$ cat config.mk
export PLATFORM = sky130hd
export DESIGN_NAME = activation_function_unit
export DESIGN_NICKNAME = d
export VERILOG_FILES = /design/src/rtl/afu_pkg.sv /design/src/rtl/activation_function_unit.sv /design/src/rtl/afu_sigmoid_lut.sv
export VERILOG_INCLUDE_DIRS = /design/src /design/src/rtl
export SDC_FILE = /design/constraint.sdc
export NUM_CORES = 1
export LEC_CHECK = 0
export ABC_CLOCK_PERIOD_IN_PS = 9900
export BUFFER_PORTS_ARGS = -buffer_cell sky130_fd_sc_hd__buf_2
export CORE_MARGIN = 5
export CORE_UTILIZATION = 58
export CTS_BUF_LIST = sky130_fd_sc_hd__clkbuf_8
export CTS_CLUSTER_DIAMETER = 120
export DETAILED_ROUTE_END_ITERATION = 6
export PLACE_DENSITY = 0.75
export SLEW_MARGIN = 25
export SYNTH_ARGS = -nofsm -noshare
export SYNTH_HDL_FRONTEND = slang
export SYNTH_SLANG_ARGS = --single-unit
$ cat constraint.sdc
create_clock -name clk -period 9.9 [get_ports clk]
set_input_delay 0.495 -clock clk [delete_from_list [all_inputs] [get_ports clk]]
set_output_delay 0.495 -clock clk [all_outputs]
set_load 0.03 [all_outputs]
$ cat src/rtl/assert_macros.svh
// Assertion macros shared by the activation unit RTL.
// Standalone header; included by modules that carry concurrent checks.
`ifndef ASSERT_MACROS_SVH
`define ASSERT_MACROS_SVH

`ifndef SYNTHESIS
// Property must hold at every clock edge out of reset
`define ASSERT_PROP(label, clk, rstn, prop, msg) \
    label: assert property (@(posedge clk) disable iff (!rstn) (prop)) else $error(msg);
// Condition must never be seen at a clock edge out of reset
`define ASSERT_NEVER(label, clk, rstn, cond, msg) \
    label: assert property (@(posedge clk) disable iff (!rstn) !(cond)) else $error(msg);
`else
`define ASSERT_PROP(label, clk, rstn, prop, msg)
`define ASSERT_NEVER(label, clk, rstn, cond, msg)
`endif

`endif

$ cat src/rtl/afu_pkg.sv
// Package for the activation function unit: kind and register codes,
// fixed-point constants and the sigmoid half table. No dependencies.
`timescale 1ns / 1ps
`default_nettype none

package afu_pkg;

    // Activation selected by the kind register
    typedef enum logic [1:0] {
        KIND_RELU    = 2'd0,
        KIND_LEAKY   = 2'd1,
        KIND_SIGMOID = 2'd2,
        KIND_TANH    = 2'd3
    } kind_t;

    // Configuration register indexes
    typedef enum logic [0:0] {
        CFG_ACTIVATION_KIND = 1'b0,
        CFG_LEAK_SLOPE      = 1'b1
    } cfg_reg_t;

    localparam int DATA_W    = 16;
    localparam int FRAC_W    = 8;
    localparam int PROD_W    = 2 * DATA_W;

    localparam kind_t               KIND_RESET       = KIND_RELU;
    localparam logic signed [15:0]  LEAK_SLOPE_RESET = 16'sd26;

    // Sigmoid table geometry: bins over [-8, 8) in Q8.8
    localparam int SIG_TABLE_DEPTH = 256;
    localparam int SIG_INDEX_W     = $clog2(SIG_TABLE_DEPTH);
    localparam int SIG_HALF_DEPTH  = SIG_TABLE_DEPTH / 2;
    localparam int SIG_HALF_W      = 7;
    localparam int SIG_SPAN_W      = 12;
    localparam int SIG_OUT_W       = 9;

    localparam logic [SIG_SPAN_W-1:0]  SIG_BIAS = 12'h800;
    localparam logic signed [15:0]     SIG_LO   = -16'sd2048;
    localparam logic signed [15:0]     SIG_HI   = 16'sd2048;
    localparam logic [SIG_OUT_W-1:0]   SIG_ONE  = 9'd256;
    localparam logic [SIG_OUT_W-1:0]   SIG_ZERO = 9'd0;

    // round(256 / (1 + e^|c|)) for bin centres |c| = (2j+1)/32, j = 0..127.
    // Negative-side bins read it directly; positive-side bins read 256 minus it.
    localparam logic [SIG_HALF_W-1:0] SIG_HALF [SIG_HALF_DEPTH] = '{
        7'd126, 7'd122, 7'd118, 7'd114, 7'd110, 7'd106, 7'd102, 7'd99,
        7'd95,  7'd91,  7'd87,  7'd84,  7'd80,  7'd77,  7'd74,  7'd70,
        7'd67,  7'd64,  7'd61,  7'd58,  7'd56,  7'd53,  7'd50,  7'd48,
        7'd46,  7'd43,  7'd41,  7'd39,  7'd37,  7'd35,  7'd33,  7'd31,
        7'd30,  7'd28,  7'd27,  7'd25,  7'd24,  7'd22,  7'd21,  7'd20,
        7'd19,  7'd18,  7'd17,  7'd16,  7'd15,  7'd14,  7'd13,  7'd13,
        7'd12,  7'd11,  7'd10,  7'd10,  7'd9,   7'd9,   7'd8,   7'd8,
        7'd7,   7'd7,   7'd6,   7'd6,   7'd6,   7'd5,   7'd5,   7'd5,
        7'd4,   7'd4,   7'd4,   7'd4,   7'd3,   7'd3,   7'd3,   7'd3,
        7'd3,   7'd3,   7'd2,   7'd2,   7'd2,   7'd2,   7'd2,   7'd2,
        7'd2,   7'd2,   7'd1,   7'd1,   7'd1,   7'd1,   7'd1,   7'd1,
        7'd1,   7'd1,   7'd1,   7'd1,   7'd1,   7'd1,   7'd1,   7'd1,
        7'd1,   7'd1,   7'd1,   7'd1,   7'd0,   7'd0,   7'd0,   7'd0,
        7'd0,   7'd0,   7'd0,   7'd0,   7'd0,   7'd0,   7'd0,   7'd0,
        7'd0,   7'd0,   7'd0,   7'd0,   7'd0,   7'd0,   7'd0,   7'd0,
        7'd0,   7'd0,   7'd0,   7'd0,   7'd0,   7'd0,   7'd0,   7'd0
    };

endpackage

`default_nettype wire

$ cat src/rtl/activation_function_unit.sv
// Top level of the activation function unit: config registers, input and
// result registers around the activation datapath. Uses afu_pkg,
// afu_sigmoid_lut and assert_macros.svh.
`timescale 1ns / 1ps
`default_nettype none
`include "assert_macros.svh"

// Elementwise activation on signed Q8.8 samples: ReLU, leaky ReLU, sigmoid
// (256-bin table over [-8, 8)) or tanh, chosen by the activation_kind
// register. One sample is taken per clock unless the result side stalls.
// Its result is offered from the result register: the sample is captured
// in an input register, passes through the activation logic (a 16x16
// multiply for leaky ReLU, one table read for sigmoid and tanh) and lands
// in the result register. Backpressure on the result side stops the input
// side only when both registers hold data. last_in travels alongside as
// last_out. The configuration port always accepts; write it while no
// sample is in flight.
module activation_function_unit (
    input  wire logic               clk,
    input  wire logic               rst_n,

    input  wire logic               cfg_valid,
    output logic                    cfg_ready,
    input  wire logic [0:0]         cfg_index,
    input  wire logic [15:0]        cfg_data,

    input  wire logic               in_valid,
    output logic                    in_ready,
    input  wire logic signed [15:0] sample,
    input  wire logic               last_in,

    output logic                    out_valid,
    input  wire logic               out_ready,
    output logic signed [15:0]      result_sample,
    output logic                    last_out
);

    // Configuration registers
    afu_pkg::kind_t         activation_kind_reg;
    logic signed [15:0]     leak_slope_reg;

    // Input stage
    logic                   s1_valid_reg;
    logic                   s1_valid_next;
    logic signed [15:0]     s1_sample_reg;
    logic                   s1_last_reg;
    logic                   s1_ready;

    // Result stage
    logic                   out_valid_reg;
    logic                   out_valid_next;
    logic signed [15:0]     out_sample_reg;
    logic                   out_last_reg;

    // Datapath
    logic signed [afu_pkg::PROD_W-1:0]  leak_prod;
    logic signed [23:0]                 leak_floor;
    logic signed [15:0]                 leak_sat;
    logic signed [15:0]                 tanh_arg;
    logic signed [15:0]                 sig_arg;
    logic [afu_pkg::SIG_OUT_W-1:0]      sig_val;
    logic signed [15:0]                 act_value;
    logic                               x_pos;
    logic                               in_xfer;
    logic                               s1_xfer;

    assign cfg_ready = 1'b1;

    // Take configuration writes
    always_ff @(posedge clk or negedge rst_n)
    begin
        if (!rst_n)
        begin
            activation_kind_reg <= afu_pkg::KIND_RESET;
            leak_slope_reg      <= afu_pkg::LEAK_SLOPE_RESET;
        end
        else if (cfg_valid && cfg_ready)
        begin
            case (cfg_index)
                afu_pkg::CFG_ACTIVATION_KIND:
                begin
                    activation_kind_reg <= afu_pkg::kind_t'(cfg_data[1:0]);
                end
                afu_pkg::CFG_LEAK_SLOPE:
                begin
                    leak_slope_reg <= $signed(cfg_data);
                end
                default:
                begin
                    leak_slope_reg <= leak_slope_reg;
                end
            endcase
        end
    end

    // Handshake: each stage advances when the next one is free or draining
    assign s1_ready = !out_valid_reg || out_ready;
    assign in_ready = !s1_valid_reg || s1_ready;
    assign in_xfer  = in_valid && in_ready;
    assign s1_xfer  = s1_valid_reg && s1_ready;

    always_comb
    begin
        if (in_xfer)
        begin
            s1_valid_next = 1'b1;
        end
        else if (s1_ready)
        begin
            s1_valid_next = 1'b0;
        end
        else
        begin
            s1_valid_next = s1_valid_reg;
        end

        if (s1_xfer)
        begin
            out_valid_next = 1'b1;
        end
        else if (out_ready)
        begin
            out_valid_next = 1'b0;
        end
        else
        begin
            out_valid_next = out_valid_reg;
        end
    end

    always_ff @(posedge clk or negedge rst_n)
    begin
        if (!rst_n)
        begin
            s1_valid_reg  <= 1'b0;
            out_valid_reg <= 1'b0;
        end
        else
        begin
            s1_valid_reg  <= s1_valid_next;
            out_valid_reg <= out_valid_next;
        end
    end

    // Capture the input transfer
    always_ff @(posedge clk)
    begin
        if (in_xfer)
        begin
            s1_sample_reg <= sample;
            s1_last_reg   <= last_in;
        end
    end

    // Leaky branch: floor(slope * x / 256), clamped to 16 bits
    assign leak_prod  = leak_slope_reg * s1_sample_reg;
    assign leak_floor = leak_prod[afu_pkg::PROD_W-1:afu_pkg::FRAC_W];

    always_comb
    begin
        if (leak_floor[23:15] == {9{leak_floor[23]}})
        begin
            leak_sat = leak_floor[15:0];
        end
        else if (leak_floor[23])
        begin
            leak_sat = 16'sh8000;
        end
        else
        begin
            leak_sat = 16'sh7fff;
        end
    end

    // Tanh argument: 2x, clamped to 16 bits
    always_comb
    begin
        if (s1_sample_reg[15] != s1_sample_reg[14])
        begin
            tanh_arg = s1_sample_reg[15] ? 16'sh8000 : 16'sh7fff;
        end
        else
        begin
            tanh_arg = {s1_sample_reg[14:0], 1'b0};
        end
    end

    // One table read serves both sigmoid and tanh
    assign sig_arg = (activation_kind_reg == afu_pkg::KIND_TANH) ? tanh_arg : s1_sample_reg;

    afu_sigmoid_lut u_sigmoid_lut (
        .arg (sig_arg),
        .sig (sig_val)
    );

    assign x_pos = !s1_sample_reg[15] && (s1_sample_reg != 16'sd0);

    // Select the activation
    always_comb
    begin
        case (activation_kind_reg)
            afu_pkg::KIND_RELU:
            begin
                act_value = x_pos ? s1_sample_reg : 16'sd0;
            end
            afu_pkg::KIND_LEAKY:
            begin
                act_value = x_pos ? s1_sample_reg : leak_sat;
            end
            afu_pkg::KIND_SIGMOID:
            begin
                act_value = $signed({7'b0, sig_val});
            end
            afu_pkg::KIND_TANH:
            begin
                act_value = $signed({6'b0, sig_val, 1'b0}) - 16'sd256;
            end
            default:
            begin
                act_value = 16'sd0;
            end
        endcase
    end

    // Load the result register when the input stage advances
    always_ff @(posedge clk)
    begin
        if (s1_xfer)
        begin
            out_sample_reg <= act_value;
            out_last_reg   <= s1_last_reg;
        end
    end

    assign out_valid     = out_valid_reg;
    assign result_sample = out_sample_reg;
    assign last_out      = out_last_reg;

    // Checks
    `ASSERT_NEVER(a_stall_blocks_input, clk, rst_n,
        s1_valid_reg && out_valid_reg && !out_ready && in_ready,
        "input taken while both stages are full and stalled")
    `ASSERT_PROP(a_input_lands, clk, rst_n, in_xfer |=> s1_valid_reg,
        "input transfer did not reach the input stage")
    `ASSERT_PROP(a_stage_advances, clk, rst_n, s1_xfer |=> out_valid_reg,
        "input stage advance did not fill the result register")
    `ASSERT_PROP(a_sigmoid_range, clk, rst_n,
        (s1_valid_reg && activation_kind_reg == afu_pkg::KIND_SIGMOID)
            |-> (!act_value[15] && act_value[14:0] <= 15'd256),
        "sigmoid value outside 0..1")
    `ASSERT_PROP(a_relu_nonneg, clk, rst_n,
        (s1_valid_reg && activation_kind_reg == afu_pkg::KIND_RELU) |-> !act_value[15],
        "relu value negative")

endmodule

`default_nettype wire

$ cat src/rtl/afu_sigmoid_lut.sv
// Sigmoid lookup: Q8.8 argument to unsigned Q1.8 sigmoid in 0..256, combinational.
// Depends on afu_pkg for the half table and range constants.
`timescale 1ns / 1ps
`default_nettype none

module afu_sigmoid_lut (
    input  wire logic signed [15:0]                 arg,
    output logic             [afu_pkg::SIG_OUT_W-1:0] sig
);

    logic [afu_pkg::SIG_SPAN_W-1:0]   offset;
    logic [afu_pkg::SIG_INDEX_W-1:0]  bin;
    logic [afu_pkg::SIG_INDEX_W-2:0]  half_idx;
    logic [afu_pkg::SIG_HALF_W-1:0]   half_val;
    logic                             below;
    logic                             above;

    // Shift the range [-8, 8) up to [0, 16) and keep the top bits as the bin
    assign offset = arg[afu_pkg::SIG_SPAN_W-1:0] ^ afu_pkg::SIG_BIAS;
    assign bin    = offset[afu_pkg::SIG_SPAN_W-1 -: afu_pkg::SIG_INDEX_W];

    // Fold the bin onto the half table by distance from the centre
    assign half_idx = bin[afu_pkg::SIG_INDEX_W-1] ? bin[afu_pkg::SIG_INDEX_W-2:0]
                                                  : ~bin[afu_pkg::SIG_INDEX_W-2:0];
    assign half_val = afu_pkg::SIG_HALF[half_idx];

    assign below = (arg < afu_pkg::SIG_LO);
    assign above = (arg >= afu_pkg::SIG_HI);

    // Clamp outside the table span, mirror on the positive side
    always_comb
    begin
        if (below)
        begin
            sig = afu_pkg::SIG_ZERO;
        end
        else if (above)
        begin
            sig = afu_pkg::SIG_ONE;
        end
        else if (bin[afu_pkg::SIG_INDEX_W-1])
        begin
            sig = afu_pkg::SIG_ONE - {2'b00, half_val};
        end
        else
        begin
            sig = {2'b00, half_val};
        end
    end

endmodule

`default_nettype wire
# Word-level counts from Yosys, hierarchy flattened
# Memory sizes are Yosys's and may differ from the RTL's.
# Index checks and enable logic that the tools add are counted.
[word_totals]
inputBits = 39
out_inout_bits = 20
elab_cells = 55
romBits = 896
reg_bits = 54
n_memories = 1
[classes]
magnitude_cmp = 3
n_reduce_logical = 14
n_mux = 18
n_eq_ne = 5
bitwise_logic = 3
multipliers = 1
n_addsub = 2
[mem_list]
columns = ["memory", "depth", "word_bits", "read_ports", "rd_clocked_by_memory_dff", "wr", "line_no", "text"]
rows = [
  ["(no name shown)", 128, 7, 1, 0, 0, "afu_sigmoid_lut.sv:25", "assign half_val = afu_pkg::SIG_HALF[half_idx];"],
]
[ops]
columns = ["operator", "count"]
rows = [
  ["16-bit 2-to-1 mux", 7],
  ["16-bit case mux with 4 select lines", 1],
  ["16-bit by 16-bit multiplier with 32-bit output", 1],
  ["9-bit 2-to-1 mux", 3],
  ["7-bit 2-to-1 mux", 3],
  ["16-bit by 13-bit >= comparator with 1-bit output, second input constant", 1],
  ["16-bit by 12-bit less-than comparator with 1-bit output, second input constant", 1],
  ["16-bit nonzero test", 1],
  ["10-bit by 9-bit subtractor with 11-bit output, second input constant", 1],
  ["9-bit by 7-bit subtractor with 9-bit output, first input constant", 1],
  ["8-bit == test", 1],
  ["8-bit >= comparator, second input constant", 1],
  ["7-bit NOT with 8-bit output", 1],
  ["7-bit NOT", 1],
  ["2-bit == test, second input constant", 2],
  ["1-bit 2-to-1 mux", 4],
  ["2-bit AND reduction", 2],
  ["2-bit nonzero test", 2],
  ["1-bit logical AND", 3],
  ["1-bit zero test", 3],
  ["2-bit by 1-bit == test with 1-bit output, second input constant", 1],
  ["2-bit zero test", 1],
  ["1-bit logical OR", 2],
  ["1-bit inequality test", 1],
  ["1-bit NOT", 1],
]

# Longest topological paths before layout
[logic_depth]
depth_word = 15
mapped_depth = 27
ltp_nobuf = 23

# Hierarchy
# A second synthesis with hierarchy kept.
[unflattened]
hier_cells = 1673
hier_area_um2 = 14685.3
[modules_own_cells]
columns = ["mod", "area_each_um2", "seq_area_each_um2", "cells_each", "instances"]
rows = [
  ["activation_function_unit", 12854.8, 1525.2, 1400, 1],
  ["afu_sigmoid_lut", 1830.5, 0.0, 273, 1],
]

# Worst setup path before layout
# No wires, ideal clock.
[synth_path]
path_type = "reg-to-reg"
startpoint = "reg s1_sample_reg[4]"
endpoint = "reg out_sample_reg[14], in the netlist result_sample[14] (data pin)"
setup_ns = 0.261
synth_period_minus_slack_ns = 7.253
setup_slack_ns = 2.647
t_arrival_ns = 6.992
t_required_ns = 9.639
path_stages_with_launch = 26
n_path_buf = 3
path_cell_list = "edfxtp_1 buf_2 clkbuf_1 clkbuf_1 nand2_1 fa_1 inv_1 fa_1 inv_1 fa_1 fa_1 inv_1 fa_1 inv_1 fa_1 inv_1 ha_1 nand2_1 or3_1 o211ai_1 nand3_1 a311oi_1 nor4_1 mux2_4 and3_4 a221o_1"
[synth_between]
elab_chain_cells = 14
elab_cells_between_ends = 24
classes_between = "add/sub (2); mul (1); order compare (2); eq/ne (1); mux (13); bitwise (2); reduce/logical (2); memory (1)"
[synth_rtl]
columns = ["element", "line_no", "text"]
rows = [
  ["start: declaration", "activation_function_unit.sv:45", "logic signed [15:0] s1_sample_reg;"],
  ["start signal: assignment", "activation_function_unit.sv:150", "s1_sample_reg <= sample;"],
  ["16-bit 2-to-1 mux", "activation_function_unit.sv:178", "if (s1_sample_reg[15] != s1_sample_reg[14])"],
  ["16-bit 2-to-1 mux", "activation_function_unit.sv:189", "assign sig_arg = (activation_kind_reg == afu_pkg::KIND_TANH) ? tanh_arg : s1_sample_reg;"],
  ["7-bit NOT", "afu_sigmoid_lut.sv:24", ": ~bin[afu_pkg::SIG_INDEX_W-2:0];"],
  ["7-bit 2-to-1 mux", "afu_sigmoid_lut.sv:23", "assign half_idx = bin[afu_pkg::SIG_INDEX_W-1] ? bin[afu_pkg::SIG_INDEX_W-2:0]"],
  ["7-bit NOT with 8-bit output (not written as such)", "afu_sigmoid_lut.sv:25", ""],
  ["memory read 128 x 7 bit", "n/a", ""],
  ["7-bit 2-to-1 mux (not written as such) (2 in a row)", "afu_sigmoid_lut.sv:25", ""],
  ["9-bit by 7-bit subtractor with 9-bit output", "afu_sigmoid_lut.sv:43", "sig = afu_pkg::SIG_ONE - {2'b00, half_val};"],
  ["9-bit 2-to-1 mux", "afu_sigmoid_lut.sv:41", "else if (bin[afu_pkg::SIG_INDEX_W-1])"],
  ["9-bit 2-to-1 mux", "afu_sigmoid_lut.sv:37", "else if (above)"],
  ["9-bit 2-to-1 mux", "afu_sigmoid_lut.sv:33", "if (below)"],
  ["10-bit by 9-bit subtractor with 11-bit output", "activation_function_unit.sv:216", "act_value = $signed({6'b0, sig_val, 1'b0}) - 16'sd256;"],
  ["16-bit case mux with 4 select lines (*)", "activation_function_unit.sv:201", "case (activation_kind_reg)"],
  ["via act_value[14]", "activation_function_unit.sv:62", "logic signed [15:0] act_value;"],
  ["end signal: assignment", "activation_function_unit.sv:230", "out_sample_reg <= act_value;"],
  ["end: declaration", "activation_function_unit.sv:52", "logic signed [15:0] out_sample_reg;"],
]
# Mark *: on every way through the listed nets, which the timed path passes. The rest lies on a longest branch. The select of a mux whose other input is x is not followed.
# A chain may end at the register's enable or synchronous reset.

# Worst setup path after layout
[layout_path]
startpoint = "reg s1_sample_reg[1]"
endpoint = "reg out_sample_reg[14], in the netlist result_sample[14] (data pin)"
[layout_between]
elab_chain_cells = 7
elab_cells_between_ends = 16
classes_between = "add/sub (1); mul (1); order compare (2); eq/ne (1); mux (9); reduce/logical (2)"
[layout_rtl]
columns = ["element", "line_no"]
rows = [
  ["branches (longest 6 deep; another with 16-bit by 16-bit multiplier with 32-bit output)", "n/a"],
  ["16-bit case mux with 4 select lines (*)", "activation_function_unit.sv:201"],
  ["via act_value[14]", "activation_function_unit.sv:62"],
]
# Mark *: on every way through the listed nets, which the timed path passes.

==> metrics.txt <==
synthesized area per cell=roughly 9.0 sq um; status=finished, final reports clean; Initial Util=~60%; post-CTS setup buffer count=0; Synth Flop Type=edfxtp_1; period utilisation layout=about four fifths; die height=approximately 170 um; DRT iter0 DRCs=907; Final Max Slew Viols=0; Achievable Freq=about 0.13 GHz; setup TNS=0 ns; final hold violations=0; Die Area=~28,000 sq um; H-tree depth=2; clk slew on worst S/H paths=about 0.15 ns; unrepaired setup endpoints after global routing=no; antenna diode count=0; FFs w/ async S/R, synth=between 30% and 40%; Tmin final=a little under 8 ns; Yosys top cell area share=between 30% and 40%; Ports=between 50 and 60; CTS root buf=clkbuf_8; Netlist Area Pre-Place=around 14,000 sq um; Final Hold Slack=approximately 0.15 ns; Layout area overhead=3.51%; crit path DAT=8.08 ns; Synth cell types=93; CP required=about 10 ns; clk sink count=between 50 and 60; worst slew pin tran=~0.96 ns; FP Rows=57; Synth Warn #=0; Residual DRC=0; Vias/cell=around 6.0; layout cells sized above 1=8.56%; Routability Congestion=between 0.9 and 1; Nets=between 1,500 and 2,000; largest net degree at the start of global routing=33; CP endpoint kind=flop; CTS buffer count=5; cts hold-fix bufs=0; vias=~11,000; Resized cells post-CTS=0; die width=between 150 and 200 um; DP HPWL=between 20,000 and 30,000 um; worst-skew pair later-pin latency=~0.36 ns; number of synthesized flops with an enable pin=34; crit-path max FO=18; sequential share of the synthesized area=between 10% and 20%; clk buf depth=2; vias in the first global route=roughly 12,000; Critical Path Source Type=flop; crit path kind=reg -> reg; Antenna Violating Nets Remaining=0; port bufs=57; worst relative slew slack=36.3%; total global routing overflow=0; min-delay worst type=in -> async; post-synthesis register bit count=54; initial antenna violation count=0; largest cells by area after synthesis=fa_1 (36%), ha_1 (8.0%), inv_1 (7.9%); R2R setup slack=~2.0 ns; total wire length=39,400 um; skew final=between 0.03 and 0.04 ns; syn_nets=1,989; gr usage total=around 29%; max-cap violations=0; CTS tree=yes; Yosys top cell by area=fa_1; setup violators final=0; Post-Syn Instances=1,597; first-pass GRT wire length=about 65,000 um; Wirelength per Cell=around 20 um; total core area=between 20,000 and 25,000 sq um; DR pass1 iterations=7
metal layers:
metal / vias to the layer above / part of all wire, % / global-route usage (%) / wire length, um
li1: 5108 / - / - / -
met1: 5790 / 40 / 38.4 / 15800
met2: 439 / 49 / 48.7 / 19400
met3: 90 / 6.6 / 3.82 / 2580
met4: 0 / 4.1 / 10.4 / 1600
met5: - / 0 / 0 / 0
placed cells by master (no fill, tap or decap), types with 19 or more instances in the layout:
master / instances
and2_1: 130
o21ai_0: 29
a21oi_1: 44
mux2_2: 20
ha_1: 92
fa_1: 261
edfxtp_1: 34
xnor2_1: 31
nand2_1: 177
o211ai_1: 19
nor2_1: 52
buf_2: 57
inv_1: 303
kinds of logic after synthesis:
logic type	count (synthesis)	synth area share [%]
adders and majority gates	353	44.3
muxes	26	2.05
buffers and inverters	392	10.7
xor gates and xnor gates	46	2.95
other	1	0.0260
AOI/OAI and AO/OA	240	12.1
and+or+nand+nor	485	17.3
DFF	54	10.6
metrics by stage:
| step | utilization, % | worst slack (ns) | instance area (sq um) | std cells |
|---|---|---|---|---|
| 2_1_floorplan | - | 2.65 | 14400 | 1597 |
| 5_1_grt | 61.1 | 1.41 | 14900 | 1912 |
| 4_1_cts | 61.1 | 2.04 | 14900 | 1912 |
| 3_3_place_gp | 60.7 | 2.27 | 14800 | 1904 |
| 6_report | 61.1 | 1.97 | 14900 | 1912 |
| 3_5_place_dp | 60.7 | 2.07 | 14800 | 1904 |
cell usage after synthesis, types with 4 or more instances:
cell type,n
o21ai_0,29
o31ai_1,8
o21a_1,11
nor3_1,18
dfrtp_1,17
nor2_1,52
a211o_1,4
ha_1,92
nand3b_1,4
o21bai_1,4
o22ai_1,7
a21o_1,6
and4_1,5
mux2_2,20
o21ai_1,6
a221o_1,6
a211oi_1,14
nand2b_1,17
mux2i_1,4
nor4_1,12
buf_4,7
a21boi_0,4
xnor2_1,32
inv_1,303
o2111ai_1,4
a311oi_1,4
a221oi_1,4
buf_2,19
a22oi_1,5
nand2_1,177
xor2_1,11
and2_1,130
or4_1,5
or3_1,8
nand4_1,9
nand3_1,18
a31oi_1,13
edfxtp_1,34
nor2b_1,9
a31o_2,4
clkbuf_1,60
o211ai_1,19
a21oi_1,44
fa_1,261
worst max-delay path, cell delays in order (launching register included):
cell	delay, ns
edfxtp_1	0.79
nand2_1	0.21
inv_1	0.16
fa_1	0.56
fa_1	0.91
inv_1	0.12
fa_1	0.45
fa_1	0.54
inv_1	0.05
fa_1	0.53
inv_1	0.05
fa_1	0.47
inv_1	0.04
ha_1	0.38
nand2_1	0.13
or3_1	0.38
o211ai_1	0.43
nand3_1	0.14
a311oi_1	0.35
nor4_1	0.15
mux2_4	0.34
and3_4	0.22
a221o_1	0.31
area by class of cell:
type	count	area, sq um
inverter	304	1140
timing repair buffer	71	390
multi-input combinational	1151	11300
tap	324	405
clock inverter	3	28.8
fill	2145	9480
sequential	54	1530
clock buffer	5	68.8
worst paths after layout:
| kind | start | to | depth (start not counted) |
|---|---|---|---|
| setup / recovery | s1_sample_reg[1] | result_sample[14] | 22 |
| hold / removal | rst_n | activation_kind_reg[0] | 1 |
| setup reg to reg | s1_sample_reg[1] | result_sample[14] | 22 |
| hold reg to reg | s1_last_reg | last_out | 0 |
| max in group asynchronous | rst_n | leak_slope_reg[12] | 1 |
| min in group clk | sample[14] | s1_sample_reg[14] | 1 |
Power is left out: the tool's default activity adds up to more than one toggle a clock period on the data nets, which glitch-free logic cannot reach.
